## src/design/dpb_pkg.sv

```systemverilog
// shared types and constants for the depth pixel backprojection core
`timescale 1ns / 1ps
package dpb_pkg;

  localparam int unsigned DEPTH_MIN_Q = 41;
  localparam int unsigned DEPTH_MAX_Q = 40960;

  localparam logic [2:0] REG_RECIP_X = 3'd0;
  localparam logic [2:0] REG_RECIP_Y = 3'd1;
  localparam logic [2:0] REG_CENTER_X = 3'd2;
  localparam logic [2:0] REG_CENTER_Y = 3'd3;
  localparam logic [2:0] REG_POSE_X = 3'd4;
  localparam logic [2:0] REG_POSE_Y = 3'd5;
  localparam logic [2:0] REG_POSE_Z = 3'd6;

  // kept pixel handed from the front to the back part
  typedef struct packed {
    logic [10:0] row;
    logic [10:0] col;
    logic [15:0] depth;
    logic [7:0]  blue;
    logic [7:0]  green;
    logic [7:0]  red;
  } pix_t;

  typedef struct packed {
    logic [23:0] rfx;
    logic [23:0] rfy;
    logic [15:0] cx;
    logic [15:0] cy;
    logic [63:0] prx;
    logic [63:0] pry;
    logic [63:0] prz;
  } cfg_t;

endpackage

```

## src/design/dpb_front.sv

```systemverilog
// front part: stride, bounds and depth window filter into a small queue
`timescale 1ns / 1ps
module dpb_front
  import dpb_pkg::*;
#(
  parameter int SAMPLE_STRIDE = 3,
  parameter int MAX_DIM = 2048
) (
  input  logic        clk,
  input  logic        rst_n,
  input  logic        in_valid,
  output logic        in_ready,
  input  pix_t        in_pix,
  output logic        q_valid,
  input  logic        q_ready,
  output pix_t        q_pix
);

  localparam int QD = 4;
  // reciprocal multiply gives the exact quotient for every 11-bit index
  localparam int RSH = 11 + $clog2(SAMPLE_STRIDE);
  localparam logic [12:0] RMUL = 13'((2 ** RSH + SAMPLE_STRIDE - 1) / SAMPLE_STRIDE);

  pix_t mem_r [QD];
  logic [1:0] wp_r, rp_r;
  logic [2:0] cnt_r;
  logic keep, push, pop;
  logic [23:0] row_prod, col_prod;
  logic [10:0] row_quo, col_quo;
  logic [14:0] row_back, col_back;

  // index is on the stride when quotient times stride gives it back
  always_comb begin
    row_prod = {13'd0, in_pix.row} * {11'd0, RMUL};
    col_prod = {13'd0, in_pix.col} * {11'd0, RMUL};
    row_quo = 11'(row_prod >> RSH);
    col_quo = 11'(col_prod >> RSH);
    row_back = {4'd0, row_quo} * 15'(SAMPLE_STRIDE);
    col_back = {4'd0, col_quo} * 15'(SAMPLE_STRIDE);
    keep = (row_back == {4'd0, in_pix.row}) &&
           (col_back == {4'd0, in_pix.col}) &&
           (32'(in_pix.row) < MAX_DIM) && (32'(in_pix.col) < MAX_DIM) &&
           (32'(in_pix.depth) >= DEPTH_MIN_Q) && (32'(in_pix.depth) <= DEPTH_MAX_Q);
  end

  assign in_ready = (cnt_r != 3'(QD));
  assign push = in_valid && in_ready && keep;
  assign q_valid = (cnt_r != 3'd0);
  assign pop = q_valid && q_ready;
  assign q_pix = mem_r[rp_r];

  always_ff @(posedge clk) begin
    if (push) mem_r[wp_r] <= in_pix;
  end

  always_ff @(posedge clk) begin
    if (!rst_n) begin
      wp_r <= '0;
      rp_r <= '0;
      cnt_r <= '0;
    end else begin
      if (push) wp_r <= wp_r + 2'd1;
      if (pop) rp_r <= rp_r + 2'd1;
      cnt_r <= cnt_r + 3'(push) - 3'(pop);
    end
  end

`ifndef SYNTHESIS
  a_cnt_range: assert property (@(posedge clk) disable iff (!rst_n) cnt_r <= 3'(QD))
    else $error("queue count overflow");
  a_no_push_full: assert property (@(posedge clk) disable iff (!rst_n)
    (cnt_r == 3'(QD)) |-> !push) else $error("push into full queue");
  a_cnt_step: assert property (@(posedge clk) disable iff (!rst_n)
    (push && !pop) |=> (cnt_r == $past(cnt_r) + 3'd1)) else $error("count mismatch");
`endif

endmodule

```

## config.mk

```make
export PLATFORM = sky130hd
export DESIGN_NAME = dpb_front
export DESIGN_NICKNAME = d
export VERILOG_FILES = /design/src/design/dpb_pkg.sv /design/src/design/dpb_front.sv
export SDC_FILE = /design/constraint.sdc
export NUM_CORES = 1
export LEC_CHECK = 0
export BUFFER_PORTS_ARGS = -buffer_cell sky130_fd_sc_hd__buf_2
export CAP_MARGIN = 40
export CORE_MARGIN = 2
export CORE_UTILIZATION = 64
export CTS_BUF_LIST = sky130_fd_sc_hd__clkbuf_8
export DETAILED_ROUTE_END_ITERATION = 6
export PLACE_DENSITY = 0.81
export SYNTH_ARGS = -nofsm -noshare
export SYNTH_HDL_FRONTEND = slang
export SYNTH_SLANG_ARGS = --single-unit
```

## constraint.sdc

```tcl
create_clock -name clk -period 31.2 [get_ports clk]
set_input_delay 3.12 -clock clk [delete_from_list [all_inputs] [get_ports clk]]
set_output_delay 3.12 -clock clk [all_outputs]
set_load 0.03 [all_outputs]
```

Word-level counts from Yosys, hierarchy flattened. Memory sizes are Yosys's and may differ from the RTL's. A register that Yosys moved wholly into a read port is not among the register bits. Cells that the tools add are included.

Memory bits (writable): 248. Memories: 1. Output and inout port bits: 64. Logic and storage cells: 28. Register bits: 7.

Order comparisons: 2. Muxes and demuxes: 4. Add/subtract/negate cells: 4. Multipliers: 4. Reduce and logical (&&, ||, !) cells: 7. Equality and inequality tests: 3.

Memories: mem_r (depth 4, bits a word 62, rd ports 1, clocked after Yosys merged registers in 1, wr ports 1, RTL line dpb_front.sv:24) `pix_t mem_r [QD];`.

Operators by type and width (number): $mul A11 B12 Y23 const B (2); $eq A12 B11 Y1 (2); $mul A10 B2 Y12 const B (2); $ge A16 B6 Y1 const B (1); $le A16 B16 Y1 const B (1); $logic_and A1 B1 Y1 (6); $add A2 B1 Y2 const B (2); $mux W2 (2); $add A3 B1 Y3 (1); $ne A3 B3 Y1 const B (1); $reduce_bool A3 Y1 (1); $sub A3 B1 Y3 (1); $mux W1 (2).

Logic depth before layout (Yosys ltp).
Depth in word-level cells: 9. Mapped depth: 36.

Worst setup path before layout. Ideal clock, no wire load.

Kind: in2reg. Start: in in_pix[59] in the netlist's numbering. End: mem mem_r[0][0] in the netlist's numbering, enable pin. Path buffers: 0. Required time: 30.718 ns. Path slack: 18.547 ns. Arrival time: 12.170 ns. Stages: 28. Cell sequence: ha_1 fa_1 inv_1 fa_1 inv_1 fa_1 inv_1 fa_1 inv_1 ha_1 and2_4 a221o_1 or3_1 o211ai_2 nand3_1 a21oi_1 o21bai_1 a21o_1 xor2_1 ha_1 xor2_1 or4_1 and3_1 nor4_1 nand4b_1 nor4_2 nand4_1 nor2_1.

Word-level cells in the longest chain between the ends: 9.

RTL lines: start: declaration (RTL line dpb_front.sv:13) `input pix_t in_pix,`; $mul A11 B12 Y23 (RTL line dpb_front.sv:34) `row_prod = {13'd0, in_pix.row} * {11'd0, RMUL};`; $mul A10 B2 Y12 (RTL line dpb_front.sv:38) `row_back = {4'd0, row_quo} * 15'(SAMPLE_STRIDE);`; $eq A12 B11 Y1 * (RTL line dpb_front.sv:40) `keep = (row_back == {4'd0, in_pix.row}) &&`; $logic_and A1 B1 Y1 * (RTL line dpb_front.sv:40); $logic_and A1 B1 Y1 * (RTL line dpb_front.sv:42) `(32'(in_pix.row) < MAX_DIM) && (32'(in_pix.col) < MAX_DIM) &&`; $logic_and A1 B1 Y1 * (RTL line dpb_front.sv:43) `(32'(in_pix.depth) >= DEPTH_MIN_Q) && (32'(in_pix.depth) <= DEPTH_MAX_Q);`; $logic_and A1 B1 Y1 * (RTL line dpb_front.sv:47) `assign push = in_valid && in_ready && keep;`; $mux W1 * (RTL line dpb_front.sv:53) `if (push) mem_r[wp_r] <= in_pix;`; $mux W1 (not written as such) * (RTL line dpb_front.sv:53); end: declaration (RTL line dpb_front.sv:24).

Every way passes the cells marked *; elsewhere a longest branch is shown, timed or not.

Worst setup path in the final report.
Start: in in_pix[59] in the netlist's numbering. End: mem mem_r[1][14] in the netlist's numbering, enable pin.

Same word-level chain as after synthesis.

==> summary.txt <==
Synthesis
  – Mapped Area: 15,000 µm²
  – Synth Warn #: 0
  – Synth Area in Adders: 22.8%
  – Synth Area in Compound Gates: 4.22%
  – Syn nets: 1,326
  – Post-synthesis sequential area ratio: 50.7%
  – Syn Inst Count: 1,027
  – XOR/XNOR share of the synthesized area: 3.35%
  – Synth cell types: 58
  – EDFF count, synth: 248
  – Synth Register Bits: 257
  – Mean post-synth cell area: 14.6 µm²
  – Synth Area in Simple Gates: 5.11%
  – Ys flop type: edfxtp_1
  – Mux share of post-synthesis cell area: 9.48%
  – Largest family of logic cells by synthesized area: adder cells
  – Ys async rst share: 0%

Power and ir drop
  – Worst VDD drop: 0.0998 mV
  – Pwr dens: 102 nW/µm²
  – Static Leakage: 0.00684 µW

Setup path
  – WP data required: 31.35 ns
  – Data arrival, critical path: 11.93 ns
  – Crit-path max FO: 43
  – Slowest Stage Delay on Critical Path: 0.69 ns
  – Worst path slowest cell: nor2_4
  – CP Launch Type: input pin
  – CP Capture Type: flop
  – R2R setup slack: 27.01 ns
  – Crit Path Class: in2reg

Route
  – Via density: 5.72
  – Final ANT Viol Nets: 0
  – DRC Markers: 0
  – Via Count: 8,790
  – Initial drt markers: 613
  – WL/cell: 19.3 µm
  – DRT Pass-1 Iters: 5
  – DRT Wirelength: 29.7 mm

Finish
  – Nets@finish: 1,488
  – Non-filler cells, final: 1,536
  – Filler Cells Inserted: 1,526
  – Sequential Area: 7630 µm²
  – Multi-input logic area: 6800 µm²
  – Area grow syn2layout: 11.9%
  – Layout cells sized above 1: 21.8%

STA
  – Slew @ Worst Pin: 0.826 ns
  – Peak Freq: 0.0849 GHz
  – Rel. slew slack: 45.0%
  – Final setup vio count: 0
  – Setup TNS: 0 ns
  – Layout Skew: 0.0235 ns
  – Post-route clock period utilization: 37.8%
  – Final-report hold violation count: 0
  – Unrepaired setup endpoints after global routing: false
  – Min Tclk post-route: 11.78 ns
  – Max-slew violation count: 0

Floorplanning
  – Site Rows: 56
  – Core area: 23,300 µm²
  – Initial Util: 64.7%
  – Die footprint: 24,700 µm²
  – Io pins: 130
  – Die width: 157 µm
  – Die Y-Extent: 157 µm

Place
  – GPL Wtd Cong: 0.860
  – Hpwl dp: 21.9 mm
  – # port buffers: 129
  – Number of instances in the placed design: 1,467

Clock tree
  – Post-CTS setup buffer count: 0
  – Clock Tree Buf Depth: 3
  – Worst-path clk slew: 0.06 ns
  – CTS buffer count: 39
  – H-tree lvl count: 2
  – TritonCTS clock tree: done
  – Clk sinks: 257
  – CTS resizes: 0
  – Clk root buf: clkbuf_8
  – Hold_buf cts: 0
  – Worst-skew pair later-pin latency: 0.54 ns

Outcome
  – Status: finished, final reports clean

Hold path
  – Hold Crit Class: reg2reg

GRT
  – First-pass GRT wire length: 47.0 mm
  – Initial antenna violation count: 5
  – GRT Total Usage: 25.0%
  – Largest net degree at the start of global routing: 60
  – Vias in the first global route: 9,089
  – Remaining global-route overflow: 0

Flow run
  – Max_cap viols: 0
## critical path: cells and delay by family
family / cells / cell delay [ns]
AO/OA/AOI/OAI: 5 / 1.20
buffers and inverters: 6 / 1.00
XOR/XNOR: 2 / 0.36
adder cells (fa/ha/maj): 7 / 3.01
AND/OR/NAND/NOR: 10 / 3.17
## logic make-up (layout without fill, tap and decap cells)
| kind of cell | after synthesis | after routing |
|---|---|---|
| buffers and inverters | 173 | 360 |
| XOR/XNOR | 56 | 56 |
| multiplexers | 65 | 65 |
| flip-flops | 257 | 257 |
| other | 0 | 3 |
| AND/OR/NAND/NOR | 145 | 145 |
| adder cells (fa/ha/maj) | 233 | 233 |
| AO/OA/AOI/OAI | 98 | 98 |
## report_power, final
part           internal [µW]  leakage, µW  switching [µW]  total, µW
registers                380      0.00230            7.48        388
clock network            119     0.000374             120        239
logic                    475      0.00416             618       1090
## stage by stage
| stage | instance area (µm²) | util, % | worst slack (ns) | power, µW | hold slack [ns] |
|---|---|---|---|---|---|
| 2_1_floorplan | 15000 | - | 18.55 | 1270 | 0.468 |
| 3_3_place_gp | 16100 | 69.3 | 19.17 | 1460 | 0.483 |
| 3_5_place_dp | 16200 | 69.5 | 18.92 | 1480 | 0.501 |
| 4_1_cts | 16800 | 72.4 | 19.46 | 1730 | 0.510 |
| 5_1_grt | 16800 | 72.4 | 18.73 | 1880 | 0.524 |
| 6_report | 16800 | 72.4 | 19.42 | 1720 | 0.510 |
## final timing paths
kind	to	from	depth (start not counted)
worst max register to register	mem_r[1][14]	cnt_r[1]	10
worst min-delay path	wp_r[1]	wp_r[1]	2
worst max-delay path	mem_r[1][14]	in_pix[59]	30
worst min register to register	wp_r[1]	wp_r[1]	2
## layout by cell type (no fill, tap or decap), types with 10 or more instances in the layout
cell      Yosys  final
fa_1         69     69
nor3_1       16     16
a21oi_1      33     33
xnor2_1      28     28
inv_1       157    165
clkbuf_8      0     40
nor2_1       28     24
nand3_1      14     14
nand2_1      32     32
o21ai_0      17     17
xor2_1       27     27
ha_1        164    164
clkinv_1      0     10
edfxtp_1    248    248
buf_2         0    129
mux4_2       62     62
## area by class of cell
| cell class | instances | share of cell area [%] |
|---|---|---|
| Timing Repair Buffer | 137 | 4.43 |
| Sequential cell | 257 | 45.3 |
| Multi-Input combinational cell | 597 | 40.4 |
| Clock inverter | 26 | 0.698 |
| Tap cell | 319 | 2.37 |
| Clock buffer | 40 | 3.27 |
| Inverter | 157 | 3.50 |
| Antenna cell | 3 | 0.0446 |
## sequential cells by signal (all words and copies together) (netlist names), named ones only
register  cells
mem_r       248
cnt_r         3
rp_r          2
wp_r          2
## cells in the mapped netlist (8+ instances only)
library cell / number / share of area [%]
edfxtp_1: 248 / 50
ha_1: 164 / 14
inv_1: 157 / 3.9
fa_1: 69 / 9.2
mux4_2: 62 / 9.3
a21oi_1: 33 / 1.1
nand2_1: 32 / 0.80
nor2_1: 28 / 0.70
xnor2_1: 28 / 1.6
xor2_1: 27 / 1.6
o21ai_0: 17 / 0.57
nor3_1: 16 / 0.53
nand3_1: 14 / 0.47
clkbuf_1: 9 / 0.22
dfxtp_1: 9 / 1.2
a21o_1: 8 / 0.40
and2_1: 8 / 0.33
## per-layer routing
layer  GRT usage (%)  vias up  routed length [µm]
li1                -     4102                   -
met2            41.3      297               14400
met4            8.14        4                 791
met3            5.18       56                2170
met5               0        -                  21
met1            33.5     4331               12300
Note: power is estimated with default switching activity, not from simulation.
