### config.mk
export PLATFORM = sky130hd
export DESIGN_NAME = dpb_regs
export DESIGN_NICKNAME = d
export VERILOG_FILES = /design/src/design/dpb_pkg.sv /design/src/design/dpb_regs.sv
export SDC_FILE = /design/constraint.sdc
export NUM_CORES = 1
export LEC_CHECK = 0
export BUFFER_PORTS_ARGS = -buffer_cell sky130_fd_sc_hd__buf_2
export CELL_PAD_IN_SITES_DETAIL_PLACEMENT = 0
export CELL_PAD_IN_SITES_GLOBAL_PLACEMENT = 2
export CORE_MARGIN = 5
export CORE_UTILIZATION = 32
export CTS_CLUSTER_DIAMETER = 80
export DETAILED_ROUTE_END_ITERATION = 8
export PLACE_DENSITY = 0.95
export SLEW_MARGIN = 25
export SYNTH_ARGS = -nofsm -noshare
export SYNTH_HDL_FRONTEND = slang
export SYNTH_SLANG_ARGS = --single-unit
### constraint.sdc
create_clock -name clk -period 2.6 [get_ports clk]
set_clock_uncertainty 0.15 [all_clocks]
set_input_delay 0.52 -clock clk [delete_from_list [all_inputs] [get_ports clk]]
set_output_delay 0.52 -clock clk [all_outputs]
set_load 0.05 [all_outputs]
### src/design/dpb_pkg.sv
// shared types and constants for the depth pixel backprojection core
`timescale 1ns / 1ps
package dpb_pkg;

  localparam int unsigned DEPTH_MIN_Q = 41;
  localparam int unsigned DEPTH_MAX_Q = 40960;

  localparam logic [2:0] REG_RECIP_X = 3'd0;
  localparam logic [2:0] REG_RECIP_Y = 3'd1;
  localparam logic [2:0] REG_CENTER_X = 3'd2;
  localparam logic [2:0] REG_CENTER_Y = 3'd3;
  localparam logic [2:0] REG_POSE_X = 3'd4;
  localparam logic [2:0] REG_POSE_Y = 3'd5;
  localparam logic [2:0] REG_POSE_Z = 3'd6;

  // kept pixel handed from the front to the back part
  typedef struct packed {
    logic [10:0] row;
    logic [10:0] col;
    logic [15:0] depth;
    logic [7:0]  blue;
    logic [7:0]  green;
    logic [7:0]  red;
  } pix_t;

  typedef struct packed {
    logic [23:0] rfx;
    logic [23:0] rfy;
    logic [15:0] cx;
    logic [15:0] cy;
    logic [63:0] prx;
    logic [63:0] pry;
    logic [63:0] prz;
  } cfg_t;

endpackage

### src/design/dpb_regs.sv
// configuration register file behind the apb-style port
`timescale 1ns / 1ps
module dpb_regs
  import dpb_pkg::*;
(
  input  logic        clk,
  input  logic        rst_n,
  input  logic        psel,
  input  logic        penable,
  input  logic        pwrite,
  input  logic [5:0]  paddr,
  input  logic [63:0] pwdata,
  output logic [63:0] prdata,
  output cfg_t        cfg
);

  cfg_t cfg_r;
  logic [2:0] idx;
  logic wr;

  assign idx = paddr[5:3];
  assign wr = psel && penable && pwrite;
  assign cfg = cfg_r;

  always_ff @(posedge clk) begin
    if (!rst_n) begin
      cfg_r.rfx <= 24'd8389;
      cfg_r.rfy <= 24'd8389;
      cfg_r.cx <= 16'd5120;
      cfg_r.cy <= 16'd3840;
      cfg_r.prx <= 64'd16384;
      cfg_r.pry <= 64'd1 << 30;
      cfg_r.prz <= 64'd1 << 46;
    end else if (wr) begin
      case (idx)
        REG_RECIP_X: cfg_r.rfx <= pwdata[23:0];
        REG_RECIP_Y: cfg_r.rfy <= pwdata[23:0];
        REG_CENTER_X: cfg_r.cx <= pwdata[15:0];
        REG_CENTER_Y: cfg_r.cy <= pwdata[15:0];
        REG_POSE_X: cfg_r.prx <= pwdata;
        REG_POSE_Y: cfg_r.pry <= pwdata;
        REG_POSE_Z: cfg_r.prz <= pwdata;
        default: ;
      endcase
    end
  end

  always_comb begin
    case (idx)
      REG_RECIP_X: prdata = {40'd0, cfg_r.rfx};
      REG_RECIP_Y: prdata = {40'd0, cfg_r.rfy};
      REG_CENTER_X: prdata = {48'd0, cfg_r.cx};
      REG_CENTER_Y: prdata = {48'd0, cfg_r.cy};
      REG_POSE_X: prdata = cfg_r.prx;
      REG_POSE_Y: prdata = cfg_r.pry;
      REG_POSE_Z: prdata = cfg_r.prz;
      default: prdata = 64'd0;
    endcase
  end

endmodule

---- Word level (Yosys, flattened, before mapping) ----
Cells that the tools add are included.
cells by class
  equality and inequality tests ........... 6
  reduce and logical (&&, ||, !) cells .... 10
  multiplexer cells ....................... 1
operator list
  cell                                           number
  case mux 64 bit (7 select lines)               1
  AND reduction 2 bit                            7
  == test 3 bit, second input constant           3
  == test 3 x 2 -> 1 bit, second input constant  2
  == test 3 x 1 -> 1 bit, second input constant  1
  zero test 3 bit                                1
  logical AND 1 bit                              2
storage, ports and cells
  output and inout bits ................... 336
  logic and storage cells ................. 24
  flip-flop bits (word level) ............. 272
  input port bits ......................... 75

---- Depth between registers and ports, before layout ----
Gate-level depths: netlist (run 1).
  word-level depth ........................ 3
  mapped depth ............................ 6
  mapped depth without buffers ............ 3

---- Least setup slack after synthesis (run 1) ----
OpenSTA, ideal clock, no wires.
  path type ............................... input to output
  start point ............................. input paddr[4]
  end point ............................... output prdata[10]
  path slack .............................. -0.487 ns
  required time ........................... 1.930 ns
  arrival ................................. 2.417 ns
  buffers on the path ..................... 2
  stages on the path ...................... 5
  cell sequence ........................... nand2b_1 > buf_4 > buf_2 > o221a_2 > a221oi_1
on the way
  cells in the longest elaborated chain, start to end .. 2
RTL lines
  item                                         line            source
  from (decl)                                  dpb_regs.sv:11  input logic [5:0] paddr,
  == test 3 bit, or another cell as far along  dpb_regs.sv:49  case (idx)
  case mux 64 bit (7 select lines) *           dpb_regs.sv:49
  to (decl)                                    dpb_regs.sv:13  output logic [63:0] prdata,
Every way passes the cells marked *; elsewhere a longest branch is shown, timed or not.

---- Worst setup path in the final report (run 1) ----
  start point ............................. input paddr[4]
  end point ............................... output prdata[0]
Same word-level chain as after synthesis.

==> flow_summary.yaml, run 1 <==
sta:
  tightestPinTransition_ns: 0.599
  final_period_minus_worst_setup_slack_ns: 2.56
  setup_viol_count_final: 0
  maxSlewViolCount: 0
  setup-tns-final_ns: 0
  final_cycle_share: 0.983
  max-slew-margin-rel: 0.600
  setup_repair_after_global_routing_missed_its_margin: "no"
  finalHoldViolCount: 0
  fmax_mhz: 391
hold_path:
  hold_path.class: "in -> reg"
synth:
  yosys_warnings: 0
  synthesis.nets: 1378
  synth-seq-cells: 272
  synth_cells: 1303
  netlist-cell-type-count: 39
  proportion_of_synthesized_chip_area_in_sequential_cells: 0.440
  postSynthAreaPerCell_um2: 9.51
  netlist_area_um2: 12400
global_route:
  grt.overflow.total: 0
  pin_count_of_the_biggest_net_entering_global_routing: 52
  grt_first_pass_wirelength_um: 68400
  antenna_found_initial: 3
  gr-usage-met1: 0.269
  grt.busiest_layer: "met2"
  globalRouteTotalUtil: 0.204
  grt_util_met2: 0.336
  first_global_vias: 11300
  grt_use_met3: 0.0592
drt:
  wirelength_um: 46000
  vias_per_cell: 4.91
  routed-via-count: 11100
  route.detailed.wl_per_inst_um: 20.3
  post-route-drc-count: 0
  drt_first_pass_iters: 6
  dr.first_iter.drc_count: 560
  antenna_violating_nets_post_route: 0
floorplan:
  floorplan.initialDensity: 0.322
  die_w_um: 207
  floorplan.die_area_um2: 42700
  placeable_core_region_um2: 38500
  num_io_pins: 411
  fp.dieH_um: 207
  num_rows: 72
clock_network:
  post_cts_hold_buffer_count: 0
  tritoncts: "yes"
  htree_num_levels: 2
  numClockSinks: 272
  clock-root-buffer: "clkbuf_16"
  max-clock-path-buffers: 3
  clk_transition_reported_paths_ns: 0.06
  worstSkewPairLatency_ns: 0.50
  cts_inserted_buffers: 34
critical_path:
  worst_setup_path_start_kind: "primary input"
  required_ns: 1.93
  crit_arrival_ns: 1.89
  path_class: "in -> out"
  path_max_fanout: 18
  timing.critical_path.to_type: "output port"
placed_design:
  gp_routability_congestion: 0.834
  place_hpwl_um: 33600
  placed_cells_incl_taps: 2206
  port_buffer_count: 407
power_and_ir_drop:
  p_per_area_nw_per_um2: 596
  ir_worst_vdd_mv: 0.376
  cellLeakagePower_nw: 7.28
final_layout:
  most_frequent_cells_in_the_layout: "buf_2 (397), nand2_1 (358), mux2i_1 (333)"
  drive_gt1_frac: 0.369
  instances_no_fill: 2268
  nNetsFinal: 1799
  commonest_non_fill_non_tap_cell_in_the_layout: "buf_2"
  flow.area_growth_from_synthesis_pct: 36.0
  largest_register_ffs: 272
job:
  maxCapViolations: 0
run_status:
  outcome: "complete, no violations"
power breakdown:
part           internal, mW  switching [mW]  leakage (nW)
clock network          3.02            1.88         0.588
logic                 0.295           0.625          4.50
registers              4.20          0.0276          2.19
total                  7.51            2.53          7.28
through the flow:
| stage | cell area, um2 | worst slack (ns) | power [mW] | util | hold slack, ns |
|---|---|---|---|---|---|
| finish | 16800 | 0.0440 | 10.0 | 0.438 | 0.161 |
| global route | 16800 | 0.00182 | 10.4 | 0.438 | 0.164 |
| CTS | 16800 | 0.00336 | 10.1 | 0.437 | 0.137 |
| detailed placement | 15600 | 0.00373 | 5.24 | 0.407 | 0.309 |
| global placement | 15600 | 0.00918 | 5.23 | 0.407 | 0.303 |
| floorplan | 12600 | -0.409 | 4.88 | - | 0.529 |
final timing paths:
kind	startpoint	endpoint	slack [ns]	depth (start not counted)
worst max-delay path	paddr[4]	prdata[0]	0.04	7
worst min-delay path	pwdata[46]	cfg[174]	0.16	3
worst max register to register	cfg[203]	cfg[203]	1.73	2
worst min register to register	cfg[120]	cfg[120]	0.32	2
layout make-up:
class | count | area, um2
multi-input cells | 910 | 6500
clock inverters | 12 | 129
clock buffers | 49 | 1050
flip-flops and latches | 272 | 5450
diodes | 1 | 2.50
repair buffers | 490 | 3010
well taps | 518 | 648
inverters | 16 | 62.6
fillers | 3788 | 21600
metal layers:
| layer | routed length, um | up-vias |
|---|---|---|
| met3 | 4000 | 54 |
| met1 | 19800 | 5359 |
| met4 | 774 | 4 |
| li1 | - | 5308 |
| met2 | 21400 | 406 |
| met5 | 27 | - |
critical path, cell delays in order:
cell and delay (ns):
buf_6 0.12, buf_4 0.17, buf_12 0.17, mux2i_1 0.13
o221a_2 0.26, a221oi_2 0.22, clkbuf_4 0.29
what timing repair did:
item | CTS | global route
endpoints found under the setup margin | 1 | 12
setup buffers | 0 | 0
gates resized for setup | 1 | 7
gates cloned | 0 | 0
pin swaps | 0 | 0
cells in the mapped netlist:
cell | count | area (um2)
nor3b_2 | 1 | 12.5
or2_2 | 8 | 50.1
a32oi_1 | 16 | 140
a2bb2oi_1 | 2 | 17.5
buf_6 | 13 | 146
o21ai_0 | 9 | 45.0
or3_1 | 4 | 25.0
nor2_1 | 1 | 3.75
buf_2 | 21 | 105
nor3_1 | 1 | 5.00
nor3_4 | 1 | 16.3
a22oi_1 | 20 | 150
nor2b_1 | 20 | 125
inv_1 | 15 | 56.3
o221a_2 | 8 | 90.1
buf_8 | 1 | 15.0
a221oi_1 | 6 | 52.6
a21oi_1 | 40 | 200
and3b_1 | 2 | 17.5
dfxtp_1 | 272 | 5450
or2_0 | 32 | 200
a221oi_2 | 2 | 30.0
nand4b_1 | 1 | 8.76
nor2_4 | 2 | 22.5
nand4_1 | 1 | 6.26
o22ai_1 | 6 | 37.5
mux2_2 | 14 | 158
nand3_1 | 8 | 40.0
o311ai_0 | 7 | 61.3
nor2_8 | 2 | 40.0
nor2_2 | 1 | 6.26
nand2b_1 | 2 | 12.5
buf_1 | 6 | 22.5
inv_2 | 1 | 3.75
nand2_1 | 358 | 1340
mux2i_1 | 333 | 3330
buf_4 | 23 | 173
clkbuf_1 | 41 | 154
and2b_1 | 2 | 15.0
logic make-up after synthesis:
family | count (synthesis) | synth area share
AOI/OAI and AO/OA | 116 | 0.0666
muxes | 347 | 0.282
DFF | 272 | 0.440
and+or+nand+nor | 447 | 0.157
buffers and inverters | 121 | 0.0545
Power figures use the tool's default switching activity.
==> inputs of run 2 (changes only) <==
--- a/config.mk
+++ b/config.mk
@@ -8,7 +8,7 @@
 export BUFFER_PORTS_ARGS = -buffer_cell sky130_fd_sc_hd__buf_2
 export CELL_PAD_IN_SITES_DETAIL_PLACEMENT = 0
 export CELL_PAD_IN_SITES_GLOBAL_PLACEMENT = 2
-export CORE_MARGIN = 5
+export CORE_MARGIN = 1.5
 export CORE_UTILIZATION = 32
 export CTS_CLUSTER_DIAMETER = 80
 export DETAILED_ROUTE_END_ITERATION = 8
==> run 2 against run 1 <==
First-iteration DRC count down 29%. Critical path type unchanged. Register-to-register slack worse by 0.07 ns. Core utilization up 0.15 points. Critical path depth up 1.
==> flow_summary.yaml, run 2 (same netlist as run 1, synthesis figures left out) <==
job:
  maxCapViolations: 0
critical_path:
  timing.critical_path.to_type: "output port"
  worst_setup_path_start_kind: "primary input"
  crit_start: "paddr[4]"
  path_class: "in -> out"
  regToRegStartpoint: "cfg[94]"
  crit_arrival_ns: 1.86
  path_max_fanout: 18
  required_ns: 1.93
  r2r_setup_slack_ns: 1.66
sta:
  maxSlewViolCount: 0
  setup_viol_count_final: 0
  final_period_minus_worst_setup_slack_ns: 2.53
  max-slew-margin-rel: 0.606
  finalHoldViolCount: 0
  final_cycle_share: 0.973
  tightestPinTransition_ns: 0.592
  fmax_mhz: 395
  setup_repair_after_global_routing_missed_its_margin: "no"
  final.setup.worst_slack_ns: 0.0710
final_layout:
  commonest_non_fill_non_tap_cell_in_the_layout: "buf_2"
  flow.area_growth_from_synthesis_pct: 34.3
  instances_no_fill: 2247
  insertedDiodeCount: 0
  core_occupancy_in_the_finished_layout: 0.439
  nNetsFinal: 1787
  final_design_area_no_fill_um2: 16600
  drive_gt1_frac: 0.362
  most_frequent_cells_in_the_layout: "buf_2 (400), nand2_1 (358), mux2i_1 (333)"
  layout.filler_cells: 3760
  largest_register_ffs: 272
drt:
  route.detailed.wl_per_inst_um: 19.7
  dr.first_iter.drc_count: 396
  drt_first_pass_iters: 7
  antenna_violating_nets_post_route: 0
  routed-via-count: 11100
  vias_per_cell: 4.94
  post-route-drc-count: 0
  wirelength_um: 44300
power_and_ir_drop:
  p_per_area_nw_per_um2: 575
  cellLeakagePower_nw: 7.18
  ir_worst_vdd_mv: 0.482
floorplan:
  floorplan.die_area_um2: 39900
  fp.dieH_um: 200
  num_rows: 71
  die_w_um: 200
  placeable_core_region_um2: 37800
  num_io_pins: 411
  floorplan.initialDensity: 0.327
clock_network:
  htree_num_levels: 1
  clk_transition_reported_paths_ns: 0.06
  worstSkewPairLatency_ns: 0.55
  numClockSinks: 272
  clock-root-buffer: "clkbuf_16"
  max-clock-path-buffers: 3
  cts_inserted_buffers: 31
  tritoncts: "yes"
placed_design:
  port_buffer_count: 407
  placed_cells_incl_taps: 2186
  place_hpwl_um: 31200
  place_worst_setup_slack_ns: -0.0680
  postPlaceCellArea_um2: 15500
  gp_routability_congestion: 0.801
global_route:
  first_global_vias: 10800
  pin_count_of_the_biggest_net_entering_global_routing: 57
  grt_first_pass_wirelength_um: 65000
  grt.overflow.total: 0
  globalRouteTotalUtil: 0.211
  antenna_found_initial: 2
hold_path:
  hp-start: "pwdata[13]"
  hold_path.class: "in -> reg"
run_status:
  outcome: "complete, no violations"
==> run 2: cell types whose count changed in the layout (fill, tap and decap cells not counted), moves of 3 or more <==
cell       before  now
clkbuf_1        2    5
clkbuf_16      35   31
clkinv_2        6   11
clkbuf_8       12    5
buf_4          64   51
buf_2         397  400
==> run 2: where the power goes <==
| part | internal [mW] | switching [mW] |
|---|---|---|
| Combinational | 0.295 | 0.623 |
| Sequential | 4.20 | 0.0267 |
| Clock | 2.63 | 1.79 |
==> run 2: critical path: stages <==
cell and delay (ns):
buf_6 0.13, buf_16 0.18, buf_12 0.14, nor3b_2 0.25, buf_4 0.18, a32oi_1 0.07, nand3_1 0.10, buf_2 0.27
==> run 2: layout make-up <==
class	count	area [um2]	share of cell area
Clock buffer	41	863	0.0519
Clock inverter	16	168	0.0101
Inverter	16	61.3	0.00369
Multi-Input combinational cell	910	6500	0.391
Sequential cell	272	5450	0.327
Tap cell	511	639	0.0384
Timing Repair Buffer	481	2950	0.178
==> run 2: path summary, 6_finish.rpt <==
check | end | cells after the start
hold reg to reg | cfg[32] | 2
hold / removal | cfg[237] | 3
setup reg to reg | cfg[94] | 2
setup / recovery | prdata[12] | 8
==> run 2: stage by stage <==
step,hold slack [ns],TNS [ns],total power [mW]
final,0.104,0,9.56
after global routing,0.104,0,9.90
after CTS,0.0787,0,9.65
after detailed placement,0.310,-0.750,5.23
after global placement,0.303,-0.177,5.22
after floorplan,0.529,-0.818,4.88
==> run 2: per-layer routing <==
layer	wire, um	part of all wire	global-route usage	vias up
met5	34	0.00077	0	-
met4	1090	0.025	0.0554	4
met3	3530	0.080	0.0601	72
met2	21000	0.47	0.358	407
met1	18600	0.42	0.262	5334
li1	-	-	-	5286
==> run 2: what timing repair did <==
action | CTS | global route
hold buffers | 0 | 0
gates resized for setup | 1 | 6
setup buffers | 0 | 4
endpoints found under the hold margin | 0 | 0
setup endpoints to repair | 8 | 4
==> inputs of run 3 (changes only) <==
--- a/config.mk
+++ b/config.mk
@@ -9,7 +9,8 @@
 export CELL_PAD_IN_SITES_DETAIL_PLACEMENT = 0
 export CELL_PAD_IN_SITES_GLOBAL_PLACEMENT = 2
 export CORE_MARGIN = 1.5
-export CORE_UTILIZATION = 32
+export CORE_UTILIZATION = 33
+export CTS_BUF_LIST = sky130_fd_sc_hd__clkbuf_8
 export CTS_CLUSTER_DIAMETER = 80
 export DETAILED_ROUTE_END_ITERATION = 8
 export PLACE_DENSITY = 0.95
==> run 3 against run 2 <==
Count of clock-buffer cells in the layout increased by 17. Final area decreased by 0.32%. Cell count decreased by 0.27%. First-iteration DRC count increased by 14%. Via count increased by 0.54%. Critical path depth decreased by 1. Non-clock buffer count increased by 7. Sequential power about the same. Combinational power decreased by 0.5%. Power decreased by 5.3%. Clock power decreased by 11%. Sequential cell count unchanged. Critical endpoint is now prdata[9].
==> flow_summary.yaml, run 3 (same netlist as run 1, synthesis figures left out) <==
critical_path:
  max_stage_delay_ns: 0.24
  crit_start: "paddr[5]"
  worst_setup_path_start_kind: "primary input"
  worst-r2r-cell-count: 2
  path_class: "in -> out"
  path_cells: "buf_4 -> buf_4 -> inv_4 -> buf_4 -> a32oi_1 -> nand3_1 -> clkbuf_4"
  crit_arrival_ns: 1.84
  regToRegStartpoint: "cfg[201]"
  cp_top_family: "buffers and inverters"
  crit_cells: 7
  timing.critical_path.mode_cell: "buf_4"
  required_ns: 1.93
  cp_slowest_cell: "buf_4"
  timing.critical_path.to_type: "output port"
  r2r_setup_slack_ns: 1.75
  path_max_fanout: 14
  cp_num_buf_inv: 5
run_status:
  outcome: "complete, no violations"
placed_design:
  port_buffer_count: 407
  postPlaceCellArea_um2: 15600
  place_hpwl_um: 31300
  placed_cells_incl_taps: 2154
  gp_routability_congestion: 0.825
clock_network:
  max-clock-path-buffers: 3
  post_cts_hold_buffer_count: 0
  clk_transition_reported_paths_ns: 0.06
  numClockSinks: 272
  htree_num_levels: 2
  worstSkewPairLatency_ns: 0.59
  cts_inserted_buffers: 47
  post_cts_buffers: 0
  tritoncts: "yes"
  clock-root-buffer: "clkbuf_8"
floorplan:
  floorplan.initialDensity: 0.337
  num_io_pins: 411
  floorplan.die_area_um2: 38700
  fp.dieH_um: 197
  die_w_um: 197
  num_rows: 70
  placeable_core_region_um2: 36800
final_layout:
  most_frequent_cells_in_the_layout: "buf_2 (394), nand2_1 (358), mux2i_1 (333)"
  drive_gt1_frac: 0.368
  instances_no_fill: 2241
  flow.area_growth_from_synthesis_pct: 33.8
  largest_register_ffs: 272
  commonest_non_fill_non_tap_cell_in_the_layout: "buf_2"
  final_design_area_no_fill_um2: 16600
  nNetsFinal: 1810
global_route:
  first_global_vias: 11300
  antenna_found_initial: 4
  grt_first_pass_wirelength_um: 66600
  globalRouteTotalUtil: 0.222
  pin_count_of_the_biggest_net_entering_global_routing: 61
  grt.overflow.total: 0
hold_path:
  hold_path.class: "in -> reg"
  hp-start: "pwdata[0]"
  min_delay_path_depth: 3
power_and_ir_drop:
  cellLeakagePower_nw: 7.24
  p_per_area_nw_per_um2: 546
  ir_worst_vdd_mv: 0.396
sta:
  fmax_mhz: 398
  final_cycle_share: 0.966
  maxSlewViolCount: 0
  tightestPinTransition_ns: 0.583
  max-slew-margin-rel: 0.611
  finalHoldViolCount: 0
  final_period_minus_worst_setup_slack_ns: 2.51
  setup_repair_after_global_routing_missed_its_margin: "no"
  setup_viol_count_final: 0
drt:
  dr.first_iter.drc_count: 453
  wirelength_um: 43900
  drt_first_pass_iters: 5
  routed-via-count: 11200
  vias_per_cell: 4.98
  route.detailed.wl_per_inst_um: 19.6
  antenna_violating_nets_post_route: 0
  post-route-drc-count: 0
job:
  maxCapViolations: 0
==> run 3: per-stage QoR <==
step | setup slack (ns) | utilization | hold WS [ns] | power, mW | setup TNS (ns)
after floorplan | -0.409 | - | 0.529 | 4.88 | -0.818
after global placement | -0.0181 | 0.424 | 0.302 | 5.22 | -0.0421
after detailed placement | -0.0309 | 0.424 | 0.310 | 5.23 | -0.0607
after CTS | 0.0472 | 0.450 | 0.000306 | 9.17 | 0
after global routing | 0.00428 | 0.451 | 0.0262 | 9.42 | 0
final | 0.0874 | 0.451 | 0.0469 | 9.05 | 0
==> run 3: worst paths after layout <==
kind,to
max,prdata[9]
min,cfg[248]
max reg2reg,cfg[201]
min reg2reg,cfg[57]
==> run 3: layout make-up <==
cell class,instances,area [um2]
fill,3644,20200
multi-input combinational,910,6490
sequential,272,5450
timing repair buffer,488,3040
clock buffer,58,798
tap,468,586
clock inverter,26,143
inverter,16,62.6
antenna,3,7.51
==> run 3: where the power goes <==
part | total (mW) | internal (mW) | switching [mW]
logic | 0.913 | 0.299 | 0.614
clock network | 3.91 | 2.11 | 1.80
registers | 4.23 | 4.20 | 0.0264
==> run 3: what timing repair did <==
action                     in CTS  in global routing
resized for setup               4                  6
setup endpoints to repair       6                  4
pin swaps                       0                  0
==> run 3: worst min-delay path, stage by stage <==
cell and delay [ns]:
buf_2 0.08, nor2b_1 0.05, mux2i_1 0.11
==> run 3: layer usage <==
metal | track usage | share of wire | vias up
li1 | - | - | 5340
met1 | 0.267 | 0.41 | 5325
met2 | 0.373 | 0.48 | 429
met3 | 0.0736 | 0.090 | 67
met4 | 0.0715 | 0.023 | 2
met5 | 0 | 0.00030 | -
